===== config.mk =====
export PLATFORM = sky130hd
export DESIGN_NAME = power_unit_command_controller_top
export DESIGN_NICKNAME = d
export VERILOG_FILES = /design/src/pucc_pkg.sv /design/src/pucc_ctrl.sv /design/src/pucc_dp.sv /design/src/power_unit_command_controller_top.sv
export SDC_FILE = /design/constraint.sdc
export NUM_CORES = 1
export LEC_CHECK = 0
export BUFFER_PORTS_ARGS = -buffer_cell sky130_fd_sc_hd__clkbuf_2
export CAP_MARGIN = 20
export CORE_ASPECT_RATIO = 1.5
export CORE_MARGIN = 2
export CORE_UTILIZATION = 37
export DETAILED_ROUTE_END_ITERATION = 8
export MAX_ROUTING_LAYER = met4
export SYNTH_ARGS = -nofsm -noshare
export SYNTH_HDL_FRONTEND = slang
export SYNTH_SLANG_ARGS = --single-unit

===== constraint.sdc =====
create_clock -name clk -period 20.6 [get_ports clk]
set_clock_uncertainty 0.2 [all_clocks]
set_input_delay 3.09 -clock clk [delete_from_list [all_inputs] [get_ports clk]]
set_output_delay 3.09 -clock clk [all_outputs]
set_load 0.005 [all_outputs]

===== src/pucc_pkg.sv =====
// ----------------------------------------------------------------------------
// pucc_pkg
// Opcodes, response codes and controller/datapath interface types.
// ----------------------------------------------------------------------------
`default_nettype none

package pucc_pkg;

  localparam logic [7:0] OP_STATUS    = 8'h0A;
  localparam logic [7:0] OP_STOP      = 8'h05;
  localparam logic [7:0] OP_CHARGE    = 8'h02;
  localparam logic [7:0] OP_GEN       = 8'h04;
  localparam logic [7:0] OP_DISCHARGE = 8'h03;
  localparam logic [7:0] OP_PROTECT   = 8'h06;
  localparam logic [7:0] OP_SERIAL    = 8'h0F;
  localparam logic [7:0] OP_COEFF     = 8'h07;

  localparam logic [7:0] RC_STATUS    = 8'hF5;
  localparam logic [7:0] RC_STOP      = 8'hFA;
  localparam logic [7:0] RC_CHARGE    = 8'hFD;
  localparam logic [7:0] RC_GEN       = 8'hFB;
  localparam logic [7:0] RC_DISCHARGE = 8'hFC;
  localparam logic [7:0] RC_PROTECT   = 8'hF9;
  localparam logic [7:0] RC_COEFF     = 8'hF8;

  localparam logic [1:0] MODE_STOP      = 2'd0;
  localparam logic [1:0] MODE_CHARGE    = 2'd1;
  localparam logic [1:0] MODE_GEN       = 2'd2;
  localparam logic [1:0] MODE_DISCHARGE = 2'd3;

  localparam logic [1:0] KIND_REJ    = 2'd0;
  localparam logic [1:0] KIND_STATUS = 2'd1;
  localparam logic [1:0] KIND_SERIAL = 2'd2;
  localparam logic [1:0] KIND_COEFF  = 2'd3;

  localparam logic [1:0] SEL_HEAD = 2'd0;
  localparam logic [1:0] SEL_LO   = 2'd1;
  localparam logic [1:0] SEL_HI   = 2'd2;
  localparam logic [1:0] SEL_REJ  = 2'd3;

  localparam logic [3:0] HLEN_STATUS = 4'd2;
  localparam logic [3:0] HLEN_COEFF  = 4'd4;
  localparam logic [3:0] HLEN_SERIAL = 4'd9;
  localparam logic [3:0] K_MAX       = 4'd15;

  localparam logic [27:0] SCALE_DIV = 28'd4095;

  typedef struct packed {
    logic       sample_wr;
    logic       accept;
    logic       load_mul;
    logic       load_div;
    logic       fix;
    logic       emit;
    logic [1:0] emit_sel;
    logic       last;
    logic       sens_inc;
    logic [3:0] k;
  } pucc_cmd_t;

  typedef struct packed {
    logic [1:0] kind;
    logic       fix_done;
    logic       sens_last;
  } pucc_stat_t;

  function automatic logic [7:0] serial_byte(input logic [3:0] k);
    logic [7:0] b;
    unique case (k)
      4'd0:    b = 8'hF0;
      4'd1:    b = 8'h03;
      4'd3:    b = 8'h01;
      4'd5:    b = 8'h04;
      default: b = 8'h00;
    endcase
    return b;
  endfunction

endpackage

`default_nettype wire


===== src/pucc_ctrl.sv =====
// ----------------------------------------------------------------------------
// pucc_ctrl
// Sequencer: steps header bytes, scaling and sample bytes of a response.
// ----------------------------------------------------------------------------
`default_nettype none

module pucc_ctrl (
  input  wire logic                 clk,
  input  wire logic                 rst,
  input  wire logic                 start,
  input  wire logic                 req_type,
  input  wire pucc_pkg::pucc_stat_t stat,
  output pucc_pkg::pucc_cmd_t       cmd,
  output logic                      busy,
  output logic                      resp_valid
);

  localparam logic [2:0] S_IDLE  = 3'd0;
  localparam logic [2:0] S_START = 3'd1;
  localparam logic [2:0] S_HEAD  = 3'd2;
  localparam logic [2:0] S_MUL   = 3'd3;
  localparam logic [2:0] S_DIV   = 3'd4;
  localparam logic [2:0] S_FIX   = 3'd5;
  localparam logic [2:0] S_LO    = 3'd6;
  localparam logic [2:0] S_HI    = 3'd7;

  logic [2:0] state, state_next;
  logic [3:0] k, k_next;
  logic [3:0] hlen;
  logic       valid;

  assign busy       = (state != S_IDLE) || valid;
  assign resp_valid = valid;

  always_comb begin
    unique case (stat.kind)
      pucc_pkg::KIND_COEFF:  hlen = pucc_pkg::HLEN_COEFF;
      pucc_pkg::KIND_SERIAL: hlen = pucc_pkg::HLEN_SERIAL;
      default:               hlen = pucc_pkg::HLEN_STATUS;
    endcase
  end

  always_comb begin
    cmd        = '0;
    cmd.k      = k;
    state_next = state;
    k_next     = k;
    unique case (state)
      S_IDLE: begin
        if (start && !busy) begin
          if (req_type) begin
            cmd.sample_wr = 1'b1;
          end else begin
            cmd.accept = 1'b1;
            state_next = S_START;
          end
        end
      end
      S_START: begin
        k_next = '0;
        if (stat.kind == pucc_pkg::KIND_REJ) begin
          cmd.emit     = 1'b1;
          cmd.emit_sel = pucc_pkg::SEL_REJ;
          cmd.last     = 1'b1;
          state_next   = S_IDLE;
        end else begin
          state_next = S_HEAD;
        end
      end
      S_HEAD: begin
        cmd.emit     = 1'b1;
        cmd.emit_sel = pucc_pkg::SEL_HEAD;
        k_next       = k + 4'd1;
        if (k == hlen - 4'd1) begin
          if (stat.kind == pucc_pkg::KIND_SERIAL) begin
            cmd.last   = 1'b1;
            state_next = S_IDLE;
          end else begin
            state_next = S_MUL;
          end
        end
      end
      S_MUL: begin
        cmd.load_mul = 1'b1;
        state_next   = S_DIV;
      end
      S_DIV: begin
        cmd.load_div = 1'b1;
        state_next   = S_FIX;
      end
      S_FIX: begin
        if (stat.fix_done) begin
          state_next = S_LO;
        end else begin
          cmd.fix = 1'b1;
        end
      end
      S_LO: begin
        cmd.emit     = 1'b1;
        cmd.emit_sel = pucc_pkg::SEL_LO;
        k_next       = k + 4'd1;
        state_next   = S_HI;
      end
      default: begin
        cmd.emit     = 1'b1;
        cmd.emit_sel = pucc_pkg::SEL_HI;
        cmd.last     = (k == pucc_pkg::K_MAX) || (stat.kind == pucc_pkg::KIND_COEFF)
                       || stat.sens_last;
        if (cmd.last) begin
          state_next = S_IDLE;
        end else begin
          cmd.sens_inc = 1'b1;
          k_next       = k + 4'd1;
          state_next   = S_MUL;
        end
      end
    endcase
  end

  always_ff @(posedge clk) begin
    if (rst) begin
      state <= S_IDLE;
      k     <= '0;
      valid <= 1'b0;
    end else begin
      state <= state_next;
      k     <= k_next;
      valid <= cmd.emit;
    end
  end

endmodule

`default_nettype wire


===== src/pucc_dp.sv =====
// ----------------------------------------------------------------------------
// pucc_dp
// Mode, interlocks, tables, drive levels, scaling unit and result register.
// ----------------------------------------------------------------------------
`default_nettype none

module pucc_dp #(
  parameter int SENSORS = 7
) (
  input  wire logic                clk,
  input  wire logic                rst,
  input  wire pucc_pkg::pucc_cmd_t cmd,
  output pucc_pkg::pucc_stat_t     stat,
  input  wire logic [7:0]          opcode,
  input  wire logic [7:0]          frame_len,
  input  wire logic [7:0]          arg_byte,
  input  wire logic [15:0]         coeff_value,
  input  wire logic [2:0]          sensor_index,
  input  wire logic [11:0]         sample_value,
  input  wire logic                timer_active,
  input  wire logic [4:0]          status_pins,
  output logic [7:0]               resp_byte,
  output logic                     resp_last,
  output logic                     rejected,
  output logic [7:0]               drive,
  output logic                     protect_reset,
  output logic                     timer_start,
  output logic [2:0]               coeff_store
);

  localparam int IW = $clog2(SENSORS);

  logic [1:0]  mode, mode_n;
  logic        fault, fault_n;
  logic [7:0]  drive_n;
  logic [15:0] coeff_tab [SENSORS];
  logic [11:0] sample_tab [SENSORS];
  logic [1:0]  kind, kind_n;
  logic [7:0]  code, code_n;
  logic        prot, prot_n, tmr, tmr_n;
  logic [2:0]  store, store_n;
  logic        cwr, arg0;
  logic [2:0]  idx, idx_r;
  logic        idx_ok;
  logic [4:0]  pins;
  logic [IW-1:0] sens, sel;
  logic [27:0] prod, r, sum;
  logic [15:0] q, q0;
  logic [15:0] cur_coeff;
  logic [7:0]  head, sbyte, obyte;

  always_comb begin
    idx    = '0;
    idx_ok = 1'b0;
    for (int i = 6; i >= 0; i--) begin
      if (arg_byte[i+1]) begin
        idx    = 3'(i);
        idx_ok = 1'b1;
      end
    end
  end

  always_comb begin
    mode_n  = mode;
    fault_n = fault;
    drive_n = drive;
    kind_n  = pucc_pkg::KIND_REJ;
    code_n  = '0;
    prot_n  = 1'b0;
    tmr_n   = 1'b0;
    store_n = '0;
    cwr     = 1'b0;
    unique case (opcode)
      pucc_pkg::OP_STATUS: begin
        if (frame_len == 8'd1) begin
          kind_n = pucc_pkg::KIND_STATUS;
          code_n = pucc_pkg::RC_STATUS;
        end
      end
      pucc_pkg::OP_STOP: begin
        if (frame_len == 8'd1 && !timer_active) begin
          fault_n = 1'b0;
          unique case (mode)
            pucc_pkg::MODE_CHARGE: begin
              drive_n[4] = 1'b0;
              drive_n[3] = 1'b1;
            end
            pucc_pkg::MODE_GEN: drive_n[1] = 1'b0;
            default:            drive_n[0] = 1'b1;
          endcase
          tmr_n  = 1'b1;
          mode_n = pucc_pkg::MODE_STOP;
          kind_n = pucc_pkg::KIND_STATUS;
          code_n = pucc_pkg::RC_STOP;
        end
      end
      pucc_pkg::OP_CHARGE: begin
        if (frame_len == 8'd2 && !(timer_active && mode != pucc_pkg::MODE_CHARGE)
            && (mode == pucc_pkg::MODE_STOP || mode == pucc_pkg::MODE_CHARGE)) begin
          if (!status_pins[1]) begin
            fault_n = 1'b1;
          end else begin
            drive_n[4]   = arg_byte[0];
            drive_n[7:5] = arg_byte[4:2];
            if (mode == pucc_pkg::MODE_STOP) begin
              drive_n[2] = 1'b1;
              tmr_n      = 1'b1;
            end
            mode_n = pucc_pkg::MODE_CHARGE;
            kind_n = pucc_pkg::KIND_STATUS;
            code_n = pucc_pkg::RC_CHARGE;
          end
        end
      end
      pucc_pkg::OP_GEN: begin
        if (frame_len == 8'd1 && !(timer_active && mode != pucc_pkg::MODE_GEN)
            && (mode == pucc_pkg::MODE_STOP || mode == pucc_pkg::MODE_GEN)) begin
          if (!status_pins[0]) begin
            fault_n = 1'b1;
          end else begin
            if (mode == pucc_pkg::MODE_STOP) begin
              drive_n[1] = 1'b1;
              tmr_n      = 1'b1;
            end
            mode_n = pucc_pkg::MODE_GEN;
            kind_n = pucc_pkg::KIND_STATUS;
            code_n = pucc_pkg::RC_GEN;
          end
        end
      end
      pucc_pkg::OP_DISCHARGE: begin
        if (frame_len == 8'd1 && !(timer_active && mode != pucc_pkg::MODE_DISCHARGE)
            && (mode == pucc_pkg::MODE_STOP || mode == pucc_pkg::MODE_DISCHARGE)) begin
          if (mode == pucc_pkg::MODE_STOP) begin
            drive_n[0] = 1'b0;
            tmr_n      = 1'b1;
          end
          mode_n = pucc_pkg::MODE_DISCHARGE;
          kind_n = pucc_pkg::KIND_STATUS;
          code_n = pucc_pkg::RC_DISCHARGE;
        end
      end
      pucc_pkg::OP_PROTECT: begin
        if (frame_len == 8'd1) begin
          prot_n = 1'b1;
          kind_n = pucc_pkg::KIND_STATUS;
          code_n = pucc_pkg::RC_PROTECT;
        end
      end
      pucc_pkg::OP_SERIAL: begin
        if (frame_len == 8'd1) begin
          kind_n = pucc_pkg::KIND_SERIAL;
        end
      end
      pucc_pkg::OP_COEFF: begin
        if (frame_len == 8'd4 && idx_ok) begin
          kind_n = pucc_pkg::KIND_COEFF;
          code_n = pucc_pkg::RC_COEFF;
          if (coeff_value != 16'd0) begin
            cwr = 1'b1;
            if (!arg_byte[0]) begin
              store_n = idx + 3'd1;
            end
          end
        end
      end
      default: begin
      end
    endcase
  end

  always_ff @(posedge clk) begin
    if (rst) begin
      mode  <= pucc_pkg::MODE_STOP;
      fault <= 1'b0;
      drive <= '0;
      kind  <= pucc_pkg::KIND_REJ;
      for (int i = 0; i < SENSORS; i++) begin
        coeff_tab[i]  <= '0;
        sample_tab[i] <= '0;
      end
    end else begin
      if (cmd.sample_wr && (32'(sensor_index) < SENSORS)) begin
        sample_tab[sensor_index[IW-1:0]] <= sample_value;
      end
      if (cmd.accept) begin
        mode  <= mode_n;
        fault <= fault_n;
        drive <= drive_n;
        kind  <= kind_n;
        if (cwr) begin
          coeff_tab[idx[IW-1:0]] <= coeff_value;
        end
      end
    end
  end

  always_ff @(posedge clk) begin
    if (cmd.accept) begin
      code  <= code_n;
      prot  <= prot_n;
      tmr   <= tmr_n;
      store <= store_n;
      arg0  <= arg_byte[0];
      idx_r <= idx;
      pins  <= status_pins;
      sens  <= '0;
    end else if (cmd.sens_inc) begin
      sens <= sens + IW'(1);
    end
  end

  assign sel       = (kind == pucc_pkg::KIND_COEFF) ? idx_r[IW-1:0] : sens;
  assign cur_coeff = coeff_tab[idx_r[IW-1:0]];
  assign sum       = prod + (prod >> 12) + (prod >> 24);
  assign q0        = sum[27:12];

  always_ff @(posedge clk) begin
    if (cmd.load_mul) begin
      prod <= 28'(sample_tab[sel] * coeff_tab[sel]);
    end
    if (cmd.load_div) begin
      q <= q0;
      r <= prod - {q0, 12'd0} + 28'(q0);
    end else if (cmd.fix) begin
      q <= q + 16'd1;
      r <= r - pucc_pkg::SCALE_DIV;
    end
  end

  assign stat.kind      = kind;
  assign stat.fix_done  = (r < pucc_pkg::SCALE_DIV);
  assign stat.sens_last = (32'(sens) == SENSORS - 1);

  assign sbyte = {1'b0, !fault, pins[4:3], 1'b0, pins[2:0]};

  always_comb begin
    unique case (kind)
      pucc_pkg::KIND_SERIAL: head = pucc_pkg::serial_byte(cmd.k);
      pucc_pkg::KIND_COEFF: begin
        unique case (cmd.k[1:0])
          2'd0:    head = code;
          2'd1:    head = {1'b0, 1'b1, 5'd0, arg0};
          2'd2:    head = cur_coeff[7:0];
          default: head = cur_coeff[15:8];
        endcase
      end
      default: head = cmd.k[0] ? sbyte : code;
    endcase
  end

  always_comb begin
    unique case (cmd.emit_sel)
      pucc_pkg::SEL_HEAD: obyte = head;
      pucc_pkg::SEL_LO:   obyte = q[7:0];
      pucc_pkg::SEL_HI:   obyte = q[15:8];
      default:            obyte = '0;
    endcase
  end

  always_ff @(posedge clk) begin
    if (cmd.emit) begin
      resp_byte     <= obyte;
      resp_last     <= cmd.last;
      rejected      <= (cmd.emit_sel == pucc_pkg::SEL_REJ);
      protect_reset <= (cmd.emit_sel != pucc_pkg::SEL_REJ) && prot;
      timer_start   <= (cmd.emit_sel != pucc_pkg::SEL_REJ) && tmr;
      coeff_store   <= (cmd.emit_sel != pucc_pkg::SEL_REJ) ? store : 3'd0;
    end
  end

endmodule

`default_nettype wire


===== src/power_unit_command_controller_top.sv =====
// ----------------------------------------------------------------------------
// power_unit_command_controller_top
// Command slave of a power unit: mode interlocks, tables, drive levels.
// ----------------------------------------------------------------------------
// A command or a sample update is taken when start is high and busy is low.
// A sample update (req_type 1) writes the sample table and gives no result.
// A command gives a stream of response bytes, one per resp_valid strobe, the
// final one marked by resp_last; a refused command gives one byte of zero
// with rejected set. Results cannot be held off by the receiver: each byte
// is flagged by resp_valid for exactly one cycle.
// The first strobe is registered from the first header state, which follows
// the start state (from the start state itself for a refused command). Each
// scaled sample takes a multiply, a quotient estimate, a check plus at most
// one correction, and two bytes. busy stays high until the last strobe has
// gone; a sample update leaves busy low.
// Drive levels are steady outputs that change only when a command is taken.
// Reset clears mode, fault flag, drive levels and both tables.
// ----------------------------------------------------------------------------
`default_nettype none

module power_unit_command_controller_top #(
  parameter int SENSORS = 7
) (
  input  wire logic        clk,
  input  wire logic        rst,
  input  wire logic        start,
  output logic             busy,
  input  wire logic        req_type,
  input  wire logic [7:0]  opcode,
  input  wire logic [7:0]  frame_len,
  input  wire logic [7:0]  arg_byte,
  input  wire logic [15:0] coeff_value,
  input  wire logic [2:0]  sensor_index,
  input  wire logic [11:0] sample_value,
  input  wire logic        timer_active,
  input  wire logic [4:0]  status_pins,
  output logic             resp_valid,
  output logic [7:0]       resp_byte,
  output logic             resp_last,
  output logic             rejected,
  output logic             btr_off,
  output logic             gvi_power,
  output logic             bz_power_on,
  output logic             bz_power_off,
  output logic             charge_allow,
  output logic [2:0]       current_sel,
  output logic             protect_reset,
  output logic             timer_start,
  output logic [2:0]       coeff_store
);

  pucc_pkg::pucc_cmd_t  cmd;
  pucc_pkg::pucc_stat_t stat;
  logic [7:0]           drive;

  pucc_ctrl u_ctrl (
    .clk        (clk),
    .rst        (rst),
    .start      (start),
    .req_type   (req_type),
    .stat       (stat),
    .cmd        (cmd),
    .busy       (busy),
    .resp_valid (resp_valid)
  );

  pucc_dp #(.SENSORS(SENSORS)) u_dp (
    .clk           (clk),
    .rst           (rst),
    .cmd           (cmd),
    .stat          (stat),
    .opcode        (opcode),
    .frame_len     (frame_len),
    .arg_byte      (arg_byte),
    .coeff_value   (coeff_value),
    .sensor_index  (sensor_index),
    .sample_value  (sample_value),
    .timer_active  (timer_active),
    .status_pins   (status_pins),
    .resp_byte     (resp_byte),
    .resp_last     (resp_last),
    .rejected      (rejected),
    .drive         (drive),
    .protect_reset (protect_reset),
    .timer_start   (timer_start),
    .coeff_store   (coeff_store)
  );

  assign btr_off      = drive[0];
  assign gvi_power    = drive[1];
  assign bz_power_on  = drive[2];
  assign bz_power_off = drive[3];
  assign charge_allow = drive[4];
  assign current_sel  = drive[7:5];

endmodule

`default_nettype wire


-- After elaboration in Yosys (flattened, before gate mapping)
Memories as Yosys holds them, arrays and structs flattened. A register that Yosys moved wholly into a read port is not among the register bits.
Index checks and enable logic that the tools add are counted.
W data, S select, Z words.
- bits in registers: 133
- latch bits: 0
- bits in writable memories: 196
- bits in read-only memories: 0
- output and inout bits: 25
- word-level logic and storage cells: 289
- memories kept: 2
- memory list (memory ; words ; width ; read ports ; clocked after Yosys merged registers in ; write ports ; line ; RTL):
    u_dp.coeff_tab ; 7 ; 16 ; 2 ; 1 ; 7 ; pucc_dp.sv:36 ; logic [15:0] coeff_tab [SENSORS];
    u_dp.sample_tab ; 7 ; 12 ; 1 ; 0 ; 7 ; pucc_dp.sv:37 ; logic [11:0] sample_tab [SENSORS];
- $add $sub $neg: 10
- multipliers: 1
- div/mod/pow operators: 0
- magnitude comparators: 2
- equal/unequal tests: 55
- shifts and indexed selects: 0
- muxes and demuxes: 126
- bitwise logic cells: 4
- reduce and logical (&&, ||, !) cells: 60
- operators by type and width (operator ; number):
    $mux W8 ; 10
    $mux W1 ; 58
    $add A28 B16 Y28 ; 2
    $mux W28 ; 2
    $pmux W8 S7 ; 1
    $mux W16 ; 3
    $pmux W8 S3 ; 2
    $mux W3 ; 15
    $eq A8 B3 Y1 const B ; 5
    $mux W2 ; 18
    $pmux W8 S4 ; 1
    $add A28 B4 Y28 ; 1
    $lt A28 B12 Y1 const B ; 1
    $mul A12 B16 Y28 ; 1
    $sub A28 B12 Y28 const B ; 1
    $sub A28 B28 Y28 ; 1
    $eq A8 B2 Y1 const B ; 3
    $ne A2 B1 Y1 const B ; 11
    $pmux W3 S7 ; 1
    $ne A2 B2 Y1 const B ; 10
    $add A16 B1 Y16 const B ; 1
    $eq A8 B4 Y1 const B ; 2
    $pmux W8 S2 ; 1
    $reduce_bool A16 Y1 ; 1
    other kinds (48) ; 106

-- Logic depth before layout (Yosys ltp)
Gate-level depths: netlist of run 1.
- word-level depth: 16
- mapped depth: 29
- mapped depth without buffers: 24

-- Cells and area by module
A second synthesis of run 1 with hierarchy kept.
- cells, all modules: 2482
- area total of the unflattened synthesis: 26673.1 um2
- modules (own cells, without submodules) (module ; times used ; cells an instance ; area an instance (um2) ; seq. area each (um2)):
    pucc_dp ; 1 ; 2395 ; 26015.0 ; 10009.6
    pucc_ctrl ; 1 ; 87 ; 658.1 ; 160.2

-- Least setup slack after synthesis of run 1
No wires, ideal clock.
- kind: register to register
- start point: register u_dp.kind[0]
- end point: register u_dp.prod[26], data pin
- setup time: 0.135 ns
- data arrival time: 6.803 ns
- required time: 20.265 ns
- slack: 13.463 ns
- cell stages (with the launch flop): 28
- path buffers: 4
- path through: dfxtp_1 buf_2 nand2_1 mux2i_1 buf_4 buf_4 mux4_2 mux2i_1 buf_2 nor2_1 fa_1 inv_1 fa_1 inv_1 fa_1 fa_1 inv_1 fa_1 inv_1 ha_1 a21oi_1 nand2_1 o2111a_1 o31ai_1 nand4_1 and3_1 or4_1 nand3_1
- word-level cells in the longest chain between the ends: 4
- RTL lines (what ; line ; RTL):
    from (decl) ; pucc_dp.sv:38 ; logic [1:0] kind, kind_n;
    from (signal assigned) ; pucc_dp.sv:177 ; kind <= pucc_pkg::KIND_REJ;
    from (signal assigned) ; pucc_dp.sv:190 ; kind <= kind_n;
    $eq A2 B2 Y1 * ; pucc_dp.sv:213 ; assign sel = (kind == pucc_pkg::KIND_COEFF) ? idx_r[IW-1:0] : sens;
    $mux W3 * ; pucc_dp.sv:213 ;
    $mem_v2 Z7 W12 or $mem_v2 Z7 W16 (tied branches) ; - ;
    $mul A12 B16 Y28 * ; pucc_dp.sv:220 ; prod <= 28'(sample_tab[sel] * coeff_tab[sel]);
    to (signal assigned) ; pucc_dp.sv:220 ;
    to (decl) ; pucc_dp.sv:47 ; logic [27:0] prod, r, sum;
Mark *: on every way between the ends. The rest lies on a longest branch, timed or not.
A chain may end at the register's enable or synchronous reset.

-- Worst setup path in the final report of run 1
- start point: register u_dp.kind[1]
- end point: register u_dp.prod[26], data pin
Same word-level chain as after synthesis.

==> flow_summary.ini, run 1 <==
[routing]
drtIter0Drc = 1165
ant_nets = 0
viasPerCell = 5.320
route.detailed.drc = 0
finalWirelength_mm = 70.26
drtPass1Iterations = 5
routedWlPerCell_um = 19.90
via_count = 18785

[synth]
ys.flop_type = edfxtp_1
seq_area_frac_synth_pct = 38.30
synth_area_leaders = edfxtp_1 (34%), fa_1 (11%), mux4_2 (7.5%)
synth.distinct_cells = 82
yosysTopAreaCell = edfxtp_1
ys_async_sr_fraction_pct = 0
yosys.area.top_type_share_pct = 34.16
synth_edf_count = 302
syn_area_um2 = 26550
yosysWarnings = 0
synth_seq_cells = 357
syn_area_per_cell_um2 = 10.63
postSynthCellCount = 2497

[sta]
layout_min_cycle_time_ns = 9.209
rsz0062_at_grt = no
fin_crit_sh_pct = 44.70
slew_headroom_pct = 20.16
maxClockFrequency_mhz = 108.6
worst_pin_slew_ns = 1.174
setup_viol = 0
finalHoldViolations = 0
slew_viol_final = 0
finalSetupTns_ns = 0

[grt]
antenna_found_initial = 2
busiest_layer = met2
use_met3_pct = 2.282
track_usage_pct = 19.67
grt_first_pass_wirelength_mm = 110.7
grt_use_met2_pct = 35.71
overflow = 0
gr-usage-met1_pct = 21.52
grt_pass1_vias = 20064
grt_max_degree = 57

[pwr]
total_power_uw = 1877
powerDensity_nw_per_um2 = 63.60
leakage_uw = 0.01236
ir_worst_vdd_v = 0.00005538

[flow_run]
drv_cap = 0

[floorplan]
core-area_um2 = 71170
die_height_um = 332.1
die-area_um2 = 73960
die_w_um = 222.7
row_count = 120
io_pins = 90
initial_core_util_pct = 37.31

[clocking]
cts_made_buffers = 38
cts_tree = yes
cts_num_sinks = 357
clk_pin_slew_ns = 0.06
cts_resized = 0
cts_buffer_depth = 3
clock_latency_ns = 0.59
ctsHoldBuffers = 0
htree_levels = 2
cts_setup_buffers = 0
cts_root_buf = clkbuf_16

[finish]
final_common_cell = edfxtp_1
final_area_um2 = 29510
nets = 2953
final_cell_mix = edfxtp_1 (302), inv_1 (296), nor2_1 (247)
area_growth_pct = 11.14
fill_cells = 6947
drive_gt1_share_pct = 17.40

[placement]
hpwl_mm = 52.31
placed_area_um2 = 28140
globalplace.congestion = 0.8612
port_buffers = 89

[setup_path]
cp_max_fo = 48
crit_type = flop to flop
critPathRequiredTime_ns = 20.84
crit_path_end_kind = flop
arrival_ns = 9.45
start_kind = flop

[min_path]
hp-class = flop to flop

[outcome]
status = complete, no violations
[synth_stat cells (9+ instances only)]
library cell,number
nor2_1,249
or2_2,132
nor2b_1,18
xor2_1,44
buf_2,26
and2_1,70
a221oi_1,10
nand3_1,34
edfxtp_1,302
nand4_1,14
buf_4,10
nor4_1,13
nand3b_1,9
a21o_1,12
o21ai_0,94
ha_1,156
xnor2_1,61
clkbuf_1,69
o211ai_1,9
nor3_1,31
mux4_2,88
nand2_1,194
nand2b_1,38
o21a_1,10
fa_1,147
a211oi_1,21
dfxtp_1,55
inv_1,296
mux2i_1,55
and3_1,22
a21oi_1,77
[metal layers]
layer | share of wire [%] | vias to the layer above
li1 | - | 8751
met1 | 38 | 9321
met2 | 53 | 533
met3 | 4.3 | 180
met4 | 4.5 | 0
met5 | 0 | -
[final cells by class]
cell class	count	area [um2]	area share, %
well taps	915	1145	3.880
repair buffers	134	830.8	2.816
flip-flops and latches	357	10170	34.47
clock buffers	54	1072	3.634
diodes	1	2.502	0.008481
clock inverters	16	230.2	0.7802
inverters	296	1111	3.765
multi-input cells	1758	14940	50.65
[path summary, 6_finish.rpt]
kind	startpoint	end	slack, ns	cells after the start
hold / removal	u_dp.fault	u_dp.fault	0.25	2
hold reg to reg	u_dp.fault	u_dp.fault	0.25	2
setup reg to reg	u_dp.kind[1]	u_dp.prod[26]	11.39	24
setup / recovery	u_dp.kind[1]	u_dp.prod[26]	11.39	24
[stage by stage]
step,std cells,utilization (%),hold WS [ns],setup WS (ns)
after CTS,3527,41.37,0.2600,11.27
after floorplan,2524,-,0.2319,13.46
after detailed placement,3457,39.54,0.2514,11.29
after global placement,3455,39.51,0.2437,11.41
after global routing,3531,41.46,0.2748,10.87
final,3531,41.46,0.2544,11.39
[flip-flops by register name, indices dropped and copies added (netlist names), 5 cells and up, named ones only]
register and count:
u_dp.drive 8, u_dp.code 5, u_dp.pins 5, u_dp.coeff_tab 128, u_dp.r 28, u_dp.sample_tab 96
u_dp.q 16, u_dp.resp_byte 8, u_dp.prod 28
[kinds of logic after synthesis]
logic type | count (synthesis) | synth area share, %
AO/OA/AOI/OAI | 293 | 6.918
XOR/XNOR | 106 | 3.549
adder cells (fa/ha/maj) | 303 | 18.44
buffers and inverters | 409 | 6.112
flip-flops | 357 | 38.30
multiplexers | 151 | 9.877
other | 1 | 0.01412
AND/OR/NAND/NOR | 877 | 16.79
[worst max-delay path, stage by stage, from the launching register on]
cell      delay [ns]
dfxtp_1         0.64
nand2_1         0.49
mux2i_4         0.56
buf_4           0.79
mux4_2          0.61
mux2i_1         0.26
buf_4           0.30
or2_2           0.17
fa_1            0.42
fa_1            0.49
inv_1           0.05
fa_1            0.44
fa_1            0.49
inv_1           0.05
fa_1            0.47
inv_1           0.04
ha_1            0.34
a21oi_1         0.23
nand2_1         0.09
o2111a_1        0.26
o31ai_1         0.54
nand4_1         0.25
and3_1          0.23
or4_1           0.51
nand3_1         0.08
[report_power, final]
| group | switching, uW | leakage, uW | internal, uW |
|---|---|---|---|
| registers | 9.43 | 0.00344 | 811 |
| logic | 200 | 0.00829 | 139 |
| clock network | 299 | 0.000628 | 418 |
| total | 509 | 0.0124 | 1370 |
No activity file was read; power rests on OpenSTA's default activity.
==> run 2: changes to the inputs <==
==> constraint.sdc (replaced) <==
create_clock -name clk -period 8.9 [get_ports clk]
set_clock_uncertainty 0.2 [all_clocks]
set_input_delay 1.335 -clock clk [delete_from_list [all_inputs] [get_ports clk]]
set_output_delay 1.335 -clock clk [all_outputs]
set_load 0.005 [all_outputs]
==> run 2 against run 1 <==
Cell area up 0.36%; worst setup slack worse by 11 ns; first-iteration DRC count increased by 15%; sequential power is 130% higher; maximum frequency increased by 12%; count of clock-buffer cells in the layout decreased by 6; combinational power is 130% higher; flip-flop and latch count stayed put; die area is the same; highest routed layer unchanged.
==> flow_summary.ini, run 2 (synthesized netlist as in run 1, its figures left out) <==
[outcome]
status = complete, no violations

[grt]
grt_first_pass_wirelength_mm = 110.0
grt_pass1_vias = 19774
track_usage_pct = 19.45
antenna_found_initial = 2
grt_max_degree = 57
overflow = 0

[finish]
final_common_cell = edfxtp_1
final_area_um2 = 29610
largest_reg_flops = 128
regMostFlops = u_dp.coeff_tab
area_growth_pct = 11.54
final_cell_mix = edfxtp_1 (302), inv_1 (296), nor2_1 (247)
fill_cells = 6943
nets = 2963
reg.largest.list = u_dp.coeff_tab (128), u_dp.sample_tab (96)
drive_gt1_share_pct = 17.72
fin_cells = 3540
fin_util_pct = 41.61

[floorplan]
die_w_um = 222.7
row_count = 120
die-area_um2 = 73960
core-area_um2 = 71170
io_pins = 90
initial_core_util_pct = 37.31
die_height_um = 332.1

[setup_path]
crit_path_end_kind = flop
crit_type = flop to flop
critPathRequiredTime_ns = 9.12
rrSetupSlack_ns = 0.66
start_kind = flop
cp_max_fo = 44
arrival_ns = 8.46

[sta]
slew_headroom_pct = 29.08
slew_viol_final = 0
setup_viol = 0
rsz0062_at_grt = no
layout_min_cycle_time_ns = 8.237
fin_crit_sh_pct = 92.55
worst_pin_slew_ns = 1.063
finalHoldViolations = 0
maxClockFrequency_mhz = 121.4
finalSetupTns_ns = 0

[clocking]
cts_num_sinks = 357
ctsHoldBuffers = 0
cts_setup_buffers = 0
cts_tree = yes
clk_pin_slew_ns = 0.06
cts_root_buf = clkbuf_16
cts_made_buffers = 38
cts_buffer_depth = 3
htree_levels = 2
clock_latency_ns = 0.60
cts_resized = 0

[pwr]
switchingPower_uw = 1184
internal_power_uw = 3160
p_clk_share_pct = 38.7
ir_worst_vdd_v = 0.0001304
p_seq_share_pct = 43.7
leakage_uw = 0.01248
swShare_pct = 27.25
powerDensity_nw_per_um2 = 146.7
comb_power_share_pct = 17.6

[flow_run]
drv_cap = 0

[routing]
route.detailed.drc = 0
drtIter0Drc = 1343
routedWlPerCell_um = 19.57
via_count = 18637
finalWirelength_mm = 69.28
drtPass1Iterations = 5
ant_nets = 0
viasPerCell = 5.265

[placement]
hpwl_mm = 51.02
globalplace.congestion = 0.8822
placed_area_um2 = 28230
port_buffers = 89
dp.cells = 3468

[min_path]
hp-class = flop to flop
run 2: cell types whose count changed in the layout (fill, tap and decap cells not counted), moves of 3 or more:
cell,previous run,this run
mux2i_1,45,52
buf_4,40,49
clkbuf_1,11,5
buf_12,1,4
mux2i_2,7,0
clkinv_2,2,7
run 2: worst max-delay path, stage by stage, from the launching register on:
cell and delay, ns:
dfxtp_1 0.51, nand2_1 0.43, mux2i_4 0.44, buf_12 0.36, mux4_2 0.54, mux2i_1 0.22, buf_4 0.29, or2_2 0.16
fa_1 0.44, fa_1 0.51, inv_1 0.05, fa_1 0.49, fa_1 0.50, inv_1 0.05, fa_1 0.47, inv_1 0.04
ha_1 0.35, a21oi_1 0.21, nand2_1 0.08, o2111a_1 0.26, o31ai_1 0.37, nand4_1 0.23, and3_1 0.23, or4_1 0.50
nand3_1 0.08
run 2: worst paths after layout:
path / endpoint / cells past startpoint / from
min: u_dp.sample_tab[6][1] / 2 / u_dp.sample_tab[6][1]
max reg2reg: u_dp.prod[26] / 24 / u_dp.kind[0]
min reg2reg: u_dp.sample_tab[6][1] / 2 / u_dp.sample_tab[6][1]
max: u_dp.prod[26] / 24 / u_dp.kind[0]
run 2: area by class of cell:
class,instances,area [um2],share of cell area [%]
timing repair buffer,144,935.9,3.160
tap,915,1145,3.866
clock buffer,48,1039,3.507
inverter,296,1111,3.752
sequential,357,10170,34.35
antenna,1,2.502,0.008450
multi-input combinational,1758,14920,50.38
clock inverter,21,291.5,0.9845
run 2: per-layer routing:
metal / vias to the layer above / share of wire [%] / global-route usage (%)
met5: - / 0 / -
met4: 0 / 4.9 / 8.753
met3: 185 / 4.2 / 2.291
met2: 484 / 52 / 34.37
met1: 9204 / 39 / 22.01
li1: 8764 / - / -
run 2: through the flow:
stage | hold WS, ns | setup slack (ns) | total power, uW
after global routing | 0.2864 | 0.1681 | 4552
after global placement | 0.2458 | 0.8666 | 2684
after detailed placement | 0.2495 | 0.7576 | 2698
after CTS | 0.2638 | 0.7037 | 4386
after floorplan | 0.2319 | 1.763 | 2478
final | 0.2612 | 0.6634 | 4344
run 2: power by group through the flow:
stage / logic, uW / registers (uW) / clock network, uW
after floorplan: 555 / 1920 / 0
after global placement: 753 / 1930 / 0
after detailed placement: 764 / 1930 / 0
after CTS: 769 / 1900 / 1720
after global routing: 869 / 1900 / 1780
final: 763 / 1900 / 1680
